### config.mk
export PLATFORM = sky130hd
export DESIGN_NAME = olar_cell
export DESIGN_NICKNAME = d
export VERILOG_FILES = /design/src/rtl/olar_pkg.sv /design/src/rtl/olar_cell.sv
export SDC_FILE = /design/constraint.sdc
export NUM_CORES = 1
export LEC_CHECK = 0
export ABC_AREA = 1
export BUFFER_PORTS_ARGS = -buffer_cell sky130_fd_sc_hd__buf_4
export CAP_MARGIN = 5
export CELL_PAD_IN_SITES_DETAIL_PLACEMENT = 0
export CELL_PAD_IN_SITES_GLOBAL_PLACEMENT = 1
export CORE_MARGIN = 3
export CORE_UTILIZATION = 26
export CTS_CLUSTER_DIAMETER = 50
export DETAILED_ROUTE_END_ITERATION = 12
export GPL_TIMING_DRIVEN = 0
export MAX_ROUTING_LAYER = met4
export PLACE_DENSITY = 0.82
export REMOVE_ABC_BUFFERS = 1
export SLEW_MARGIN = 20
export SYNTH_ARGS = -nofsm -noshare
export SYNTH_HDL_FRONTEND = slang
export SYNTH_SLANG_ARGS = --single-unit
### constraint.sdc
create_clock -name clk -period 1.2 [get_ports clk]
set_clock_uncertainty 0.15 [all_clocks]
set_input_delay 0.24 -clock clk [delete_from_list [all_inputs] [get_ports clk]]
set_output_delay 0.24 -clock clk [all_outputs]
set_load 0.01 [all_outputs]
### src/rtl/olar_pkg.sv
// ----------------------------------------------------------------------------
// olar_pkg
// shared types and constants for the ordered list with append and remove
// ----------------------------------------------------------------------------
package olar_pkg;

    localparam int CAPACITY  = 64;
    localparam int CNT_W     = $clog2(CAPACITY + 1);
    localparam int IDX_W     = $clog2(CAPACITY);
    localparam int VALUE_W   = 32;
    localparam int CMD_W     = 2;
    localparam int STATUS_W  = 2;
    localparam int S_TDATA_W = 40;
    localparam int M_TDATA_W = 40;

    typedef enum logic [CMD_W-1:0] {
        CMD_APPEND = 2'd0,
        CMD_REMOVE = 2'd1,
        CMD_DUMP   = 2'd2
    } cmd_t;

    typedef enum logic [STATUS_W-1:0] {
        ST_OK        = 2'd0,
        ST_FULL      = 2'd1,
        ST_NOT_FOUND = 2'd2,
        ST_EMPTY     = 2'd3
    } status_t;

    typedef struct packed {
        logic load_value;
        logic take_next;
        logic take_head;
        logic capture;
        logic occupied;
    } cell_ctrl_t;

endpackage

### src/rtl/olar_cell.sv
// ----------------------------------------------------------------------------
// olar_cell
// one list slot: holds a value, compares it with a key, shifts toward the head
// ----------------------------------------------------------------------------
module olar_cell (
    input  logic                          clk,
    input  logic                          rst_n,
    input  olar_pkg::cell_ctrl_t          ctrl,
    input  logic [olar_pkg::VALUE_W-1:0]  value,
    input  logic [olar_pkg::VALUE_W-1:0]  next_data,
    input  logic [olar_pkg::VALUE_W-1:0]  head_data,
    output logic [olar_pkg::VALUE_W-1:0]  data,
    output logic                          hit
);
    import olar_pkg::*;

    logic [VALUE_W-1:0] data_reg;
    logic [VALUE_W-1:0] data_next;
    logic               hit_reg;
    logic               hit_next;

    always_comb
    begin
        data_next = data_reg;
        priority if (ctrl.load_value)
        begin
            data_next = value;
        end
        else if (ctrl.take_next)
        begin
            data_next = next_data;
        end
        else if (ctrl.take_head)
        begin
            data_next = head_data;
        end
    end

    always_comb
    begin
        hit_next = hit_reg;
        if (ctrl.capture)
        begin
            hit_next = ctrl.occupied && (data_reg == value);
        end
    end

    always_ff @(posedge clk)
    begin
        data_reg <= data_next;
    end

    always_ff @(posedge clk or negedge rst_n)
    begin
        if (!rst_n)
        begin
            hit_reg <= 1'b0;
        end
        else
        begin
            hit_reg <= hit_next;
        end
    end

    assign data = data_reg;
    assign hit  = hit_reg;

endmodule

==> impl_metrics.tcl, run 1 <==
set metrics [dict create \
    status "finished with violations" \
    violations "setup timing" \
    multiInputGateArea_sq_um 1011 \
    arrival_ns 0.96 \
    hold_violations 0 \
    synth_top_family_by_area "simple AND/OR/NAND/NOR gates" \
    hpwl_mm 5.226 \
    yosys.area_share.simple_pct 23.48 \
    firstDrtPassIters 4 \
    synth_top_area_share_pct 43.56 \
    syn_avg_cell_area_sq_um 7.452 \
    cts_buffers 5 \
    gp_congestion 0.7932 \
    rows 32 \
    final_nets 533 \
    synthAdderAreaFrac_pct 0 \
    start_util_pct 27.69 \
    dieArea_sq_um 9626 \
    grt_pass1_wl_mm 11.19 \
    power.density_nw_per_um2 970.0 \
    crit_type "reg -> out" \
    cpPeakStageDelay_ns 0.41 \
    post-route-period-util_pct 112.2 \
    largest_register_ffs 32 \
    r2r_start "data[6]" \
    fin_total_pwr_mw 3.473 \
    first_iter_violations 85 \
    slowest_stage "edfxtp_1" \
    clk_latency_ns 0.28 \
    setup_slack_ns -0.1469 \
    synth_seq_cells 33 \
    cts-root-buf "clkbuf_8" \
    crit_chain "buf_4 -> buf_6" \
    leakagePower_nw 1.764 \
    maxCapViolations 0 \
    critPathRequiredTime_ns 0.81 \
    synth_area_sq_um 2206 \
    cts_tree "built" \
    wl_met1_mm 3.152 \
    dr_wl_met3_microns 428 \
    vias 2379 \
    yosysUniqueCellTypes 18 \
    fillers 833 \
    cp_num_buf_inv 2 \
    routed_wirelength_mm 7.113 \
    wl_per_cell_microns 13.35 \
    worstHoldStart "ctrl[1]" \
    vias_per_cell 4.463 \
    setup_violations 33 \
    async_reset_ff_share_pct 3.030 \
    synth_xor_area_share_pct 3.971 \
    endpoint_kind "output pin" \
    overflow 0 \
    slew-limit-headroom_pct 75.07 \
    worst_pin_slew_ns 0.3739 \
    vdd_drop_max_v 0.0004451 \
    period_minus_slack_ns 1.347 \
    ant_nets 0 \
    topRoutingLayerUsed "met4" \
    route.detailed.drc 0 \
    yosysSeqAreaShare_pct 44.70 \
    crit_fanout 3 \
    wl_met2_mm 3.508 \
    cts_num_sinks 33 \
    hold_class "in -> reg" \
    h-tree-depth 2 \
    synth-compound-area-share_pct 17.19 \
    rsz0062_at_grt "yes" \
    diodes 0 \
    muxShareOfSynthArea_pct 0 \
    synth_edf_count 32 \
    antenna_found_initial 0 \
    final_layout_size_suffix_gt1_share_pct 37.35 \
    max_freq_mhz 742.4 \
    portBuffers 135 \
    grt_usage_pct 14.76 \
    syn2layout_area_growth_pct 62.34 \
    ys_warn_count 0 \
    synthTopCellsByArea "edfxtp_1 44%, nand2_1 15%, a21oi_1 11%, inv_1 5.8%, nor2_1 5.8%" \
    grt_max_degree 50 \
    grt_pass1_vias 2391 \
    synthFlopType "edfxtp_1" \
    synth.top_cells.by_count "87 x nand2_1, 48 x a21oi_1, 34 x inv_1, 34 x nor2_1, 32 x edfxtp_1" \
    slew_violations 0 \
    clkTransAtPathRegs_ns 0.07 \
    ioPinCount 136 \
    dp_slack_ns -0.9133 \
    synth_most_common_cell "nand2_1" \
    synth_top_area_cell "edfxtp_1" \
    crit_family "flip-flops" \
    clockBufferDepth 2 \
    regArea_sq_um 985.9 \
    postSynthCellCount 296 \
    placeableCoreArea_sq_um 7968 \
    fp.dieW_microns 98.11 \
    critPathLaunchType "flip-flop" \
    startpoint "data[26]" \
    die_y_microns 98.11 \
]
==> routing by layer <==
layer | vias to the layer above | track usage, %
met3 | 2 | 3.286
met4 | 0 | 2.875
met2 | 84 | 24.71
met5 | - | -
li1 | 1241 | -
met1 | 1052 | 18.40
==> kinds of logic (layout without fill, tap and decap cells) <==
logic type      after synthesis  after routing
xor+xnor                     10             10
flops                        33             33
buf+inv                      55            190
simple gates                131            131
compound gates               67             67
==> power breakdown <==
part	total, mW	switching, mW	internal (mW)
clock	0.826	0.413	0.413
sequential	1.53	0.108	1.42
combinational	1.12	0.483	0.636
total	3.47	1.00	2.47
==> worst min-delay path, delay by kind of cell <==
kind	cells	cell delay, ns
buf+inv	2	0.12
simple gates	2	0.09
==> stage by stage <==
step                TNS, ns  hold WS (ns)  util, %  instance area [sq um]  std cells
floorplan            -13.20       -0.2056        -                   2128        283
global placement     -63.85       -0.1306    41.03                   3269        520
detailed placement   -41.56       -0.1278    41.41                   3299        521
CTS                  -1.907       0.05272    44.24                   3525        530
global route         -3.075       0.06655    44.94                   3581        533
finish               -1.606       0.05825    44.94                   3581        533
==> worst paths after layout <==
path / endpoint / depth (start not counted) / slack (ns)
hold reg to reg: hit / 2 / 0.37
hold / removal: hit / 4 / 0.06
max in group asynchronous: hit / 2 / 0.68
min in group asynchronous: hit / 2 / 0.13
setup / recovery: data[26] / 2 / -0.15
setup reg to reg: hit / 7 / -0.09
==> area by class of cell <==
type | count | area share, %
clock buffers | 8 | 2.236
multi-input cells | 208 | 28.23
inverters | 42 | 4.542
repair buffers | 140 | 33.89
well taps | 102 | 3.564
flip-flops and latches | 33 | 27.53
==> layout by cell type (no fill, tap or decap) <==
cell             n
nand2_2          2
nand2_1         86
xor2_1           2
nand4_1          4
clkbuf_1         3
inv_4            2
xnor2_1          8
dfrtp_1          1
buf_6           32
nand2_8          1
a22oi_1         16
inv_1           34
nor2_1          30
buf_16           2
nor2_2           5
o22ai_1          3
nand3_2          1
dlygate4sd3_1    1
buf_4          105
edfxtp_1        32
a21oi_1         48
nand3_1          2
inv_2            6
clkbuf_8         5
==> what timing repair did <==
action / CTS / global route
gates resized for setup: 36 / 8
hold endpoints to repair: 1 / 0
pin swaps: 4 / 0
endpoints found under the setup margin: 98 / 42
hold buffers: 1 / 0
buffers inserted: 0 / 3
cloned: 0 / 0
(Power assumes the default switching activity.)
==> inputs of run 2 (changes only) <==
Settings changed: CELL_PAD_IN_SITES_DETAIL_PLACEMENT 0 to 1.
==> impl_metrics.tcl, run 2 (same netlist as run 1, synthesis figures left out) <==
set metrics [dict create \
    rows 32 \
    r2r-end "hit" \
    slew-limit-headroom_pct 80.54 \
    p_int_mw 2.553 \
    grt_pass1_vias 2743 \
    route.detailed.drc 0 \
    grt_max_degree 50 \
    final_layout_size_suffix_gt1_share_pct 38.39 \
    power.density_nw_per_um2 988.8 \
    final_nets 537 \
    grt_usage_pct 17.65 \
    placeableCoreArea_sq_um 7968 \
    fp.dieW_microns 98.11 \
    endpoint_kind "output pin" \
    min_to "hit" \
    clkTransAtPathRegs_ns 0.07 \
    crit_chain "buf_4 -> buf_4" \
    placed_area_sq_um 3299 \
    diodes 0 \
    routed_wirelength_mm 8.357 \
    critPathRequiredTime_ns 0.81 \
    start_util_pct 27.69 \
    violations "setup timing" \
    worst_pin_slew_ns 0.2918 \
    final_cell_mix "106 x buf_4, 86 x nand2_1, 48 x a21oi_1" \
    cts-root-buf "clkbuf_8" \
    seq_power_share_pct 42.6 \
    first_iter_violations 64 \
    switching_share_pct 29.13 \
    holdPathStages 4 \
    syn2layout_area_growth_pct 65.17 \
    status "finished with violations" \
    crit_top_cell "buf_4" \
    crit_fanout 2 \
    leakagePower_nw 1.794 \
    antenna_found_initial 0 \
    clk_latency_ns 0.28 \
    r2r_start "data[18]" \
    dieArea_sq_um 9626 \
    cpPeakStageDelay_ns 0.41 \
    max_freq_mhz 732.7 \
    setup_violations 33 \
    clockBufferDepth 2 \
    die_y_microns 98.11 \
    largest_register_ffs 32 \
    slowest_stage "edfxtp_1" \
    topRoutingLayerUsed "met4" \
    hpwl_mm 6.102 \
    maxCapViolations 0 \
    vdd_drop_max_v 0.0004219 \
    wl_met1_mm 3.351 \
    cts_buffers 5 \
    overflow 0 \
    vias 2502 \
    ant_nets 0 \
    post-route-period-util_pct 113.7 \
    crit_type "reg -> out" \
    critPathLaunchType "flip-flop" \
    vias_per_cell 4.659 \
    hold_violations 0 \
    pwr-share-comb_pct 32.7 \
    slew_violations 0 \
    wl_per_cell_microns 15.56 \
    rsz0062_at_grt "yes" \
    h-tree-depth 2 \
    worstHoldStart "ctrl[1]" \
    netSwitchingPower_mw 1.050 \
    setup_slack_ns -0.1649 \
    arrival_ns 0.97 \
    reg2reg_slack_ns -0.11 \
    wl_met2_mm 4.510 \
    cts_num_sinks 33 \
    ioPinCount 136 \
    grt_pass1_wl_mm 13.27 \
    firstDrtPassIters 4 \
    dr_wl_met3_microns 445 \
    period_minus_slack_ns 1.365 \
    gp_congestion 0.7932 \
    fin_area_sq_um 3643 \
    postLayoutCoreUtil_pct 45.73 \
    pwr-share-clk_pct 24.7 \
    final_common_cell "buf_4" \
    reg2regPathDepth 7 \
    hold_class "in -> reg" \
    cts_tree "built" \
    portBuffers 135 \
]
==> run 2: cell type report <==
type                       count  area [sq um]
clock buffer                   8         90.09
fill                         985          4324
inverter                      42         167.7
multi-input combinational    208          1013
sequential                    33         985.9
tap                          102         127.6
timing repair buffer         144          1259
==> run 2: routing by layer <==
metal,global-route usage (%),up-vias
li1,-,1243
met1,20.43,1169
met2,31.78,86
met3,3.571,4
met4,3.195,0
met5,-,-
==> run 2: critical path, delay by kind of cell (launching register included) <==
kind     cells  cell delay (ns)
buf+inv      2             0.28
flops        1             0.41
==> run 2: repair_timing <==
item,CTS,global route
setup endpoints to repair,98,58
gates cloned,0,0
gates resized for setup,40,11
pin swaps,4,1
setup buffers,0,7
hold buffers,1,0
hold endpoints to repair,1,0
==> run 2: power by group through the flow <==
stage               clock network [mW]  registers (mW)  logic [mW]
floorplan                            0            1.59       0.348
global placement                     0            1.53        1.00
detailed placement                   0            1.54        1.04
CTS                              0.926            1.54        1.13
global route                     0.966            1.56        1.30
finish                           0.890            1.53        1.18
==> run 2: worst max-delay path by stage <==
stage / start / end / slack [ns] / cells after the start
after global placement: ctrl[4] / data[28] / -1.55 / 3
after CTS: data[31] / hit / -0.13 / 9
after global routing: data[28] / hit / -0.27 / 9
after floorplan: ctrl[4] / data[0] / -0.41 / 2
final: data[14] / data[14] / -0.16 / 2
after detailed placement: ctrl[4] / data[21] / -0.95 / 4
==> run 2: through the flow <==
stage          instances  hold WS (ns)  setup TNS, ns  power, mW  setup WS (ns)
4_1_cts              530       0.05089         -2.064      3.593        -0.1256
3_3_place_gp         520       -0.1306         -63.85      2.532         -1.548
6_report             537       0.05619         -2.271      3.603        -0.1649
3_5_place_dp         521       -0.1278         -43.76      2.581        -0.9457
2_1_floorplan        283       -0.2056         -13.20      1.937        -0.4125
5_1_grt              537       0.07070         -3.721      3.817        -0.2650
==> inputs of run 3 (changes only) <==
Settings changed: BUFFER_PORTS_ARGS -buffer_cell sky130_fd_sc_hd__buf_4 to -buffer_cell sky130_fd_sc_hd__buf_2.
==> impl_metrics.tcl, run 3 (same netlist as run 1, synthesis figures left out) <==
set metrics [dict create \
    status "finished with violations" \
    violations "setup timing" \
    dieArea_sq_um 9626 \
    worstHoldStart "ctrl[1]" \
    cts_tree "built" \
    vias_per_cell 4.557 \
    hpwl_mm 5.723 \
    diodes 0 \
    postLayoutCoreUtil_pct 39.62 \
    routed_wirelength_mm 7.791 \
    regArea_sq_um 985.9 \
    grt_usage_pct 16.00 \
    fp.dieW_microns 98.11 \
    fillers 1013 \
    setup_tns_ns -1.426 \
    max_freq_mhz 738.1 \
    r2r_start "data[22]" \
    setup_violations 33 \
    rows 32 \
    grt_pass1_vias 2585 \
    maxCapViolations 0 \
    critPathLaunchType "flip-flop" \
    startpoint "data[23]" \
    fin_cells 531 \
    first_iter_violations 37 \
    slowest_stage "edfxtp_1" \
    cts_buffers 5 \
    leakagePower_nw 1.603 \
    cts-root-buf "clkbuf_8" \
    placeableCoreArea_sq_um 7968 \
    vias 2420 \
    clockBufferDepth 2 \
    wl_per_cell_microns 14.67 \
    arrival_ns 0.96 \
    dp_cells 520 \
    hold_violations 0 \
    ant_nets 0 \
    h-tree-depth 2 \
    cpPeakStageDelay_ns 0.42 \
    crit_fanout 3 \
    final_layout_size_suffix_gt1_share_pct 38.00 \
    rsz0062_at_grt "yes" \
    post-route-period-util_pct 112.9 \
    clk_latency_ns 0.28 \
    final_nets 532 \
    multiInputGateArea_sq_um 1044 \
    grt_pass1_wl_mm 12.03 \
    crit_type "reg -> out" \
    hold_class "in -> reg" \
    die_y_microns 98.11 \
    setup_slack_ns -0.1549 \
    period_minus_slack_ns 1.355 \
    firstDrtPassIters 4 \
    clkTransAtPathRegs_ns 0.06 \
    antenna_found_initial 0 \
    vdd_drop_max_v 0.0004427 \
    fin_total_pwr_mw 3.226 \
    endpoint_kind "output pin" \
    overflow 0 \
    ioPinCount 136 \
    final_cell_mix "126 x buf_2, 85 x nand2_1, 48 x a21oi_1" \
    critPathRequiredTime_ns 0.81 \
    cts_num_sinks 33 \
    largest_register_ffs 32 \
    worst_pin_slew_ns 0.3671 \
    grt_max_degree 50 \
    power.density_nw_per_um2 1022 \
    start_util_pct 27.69 \
    slew-limit-headroom_pct 75.52 \
    gp_congestion 0.8194 \
    route.detailed.drc 0 \
    final_common_cell "buf_2" \
    dp_slack_ns -1.464 \
    slew_violations 0 \
    syn2layout_area_growth_pct 43.11 \
    portBuffers 135 \
    crit_chain "buf_4 -> buf_6" \
]
==> run 3: repair_timing <==
item / 4_1_cts / 5_1_grt
gates resized for setup: 16 / 10
buffers inserted: 0 / 2
hold endpoints to repair: 1 / 0
hold buffers: 1 / 0
setup endpoints to repair: 98 / 34
gates cloned: 1 / 0
pin swaps: 5 / 1
==> run 3: worst paths after layout <==
check                           endpoint  slack [ns]  depth (start not counted)
worst max-delay path            data[23]       -0.15                          2
max in group asynchronous            hit        0.69                          2
worst min register to register       hit        0.34                          2
worst min-delay path                 hit        0.06                          4
min in group asynchronous            hit        0.12                          2
worst max register to register       hit       -0.08                          9
==> run 3: through the flow <==
stage / hold slack [ns] / instance area (sq um)
finish: 0.06421 / 3157
floorplan: -0.2056 / 2128
CTS: 0.06974 / 3097
detailed placement: -0.1273 / 2934
global placement: -0.1301 / 2932
global route: 0.08532 / 3157
==> run 3: final cells by class <==
class | instances | area share (%)
clock buffers | 6 | 2.299
clock inverters | 1 | 0.1189
repair buffers | 138 | 24.10
flip-flops and latches | 33 | 31.23
inverters | 42 | 5.153
multi-input cells | 209 | 33.06
well taps | 102 | 4.043
==> run 3: critical path, delay by kind of cell (launching register included) <==
family                 cells  cell delay, ns
buffers and inverters      2            0.27
DFF                        1            0.42
==> run 3: routing by layer <==
metal,global-route usage (%),up-vias,wire (microns)
met4,2.875,0,41
li1,-,1229,-
met2,29.37,83,4010
met1,18.26,1104,3240
met5,-,-,0
met3,2.929,4,497
==> run 3: power breakdown <==
| part | switching (mW) | leakage [nW] | internal, mW |
|---|---|---|---|
| registers | 0.0934 | 0.343 | 1.42 |
| logic | 0.504 | 1.22 | 0.431 |
| clock network | 0.386 | 0.0387 | 0.391 |
| total | 0.983 | 1.60 | 2.24 |
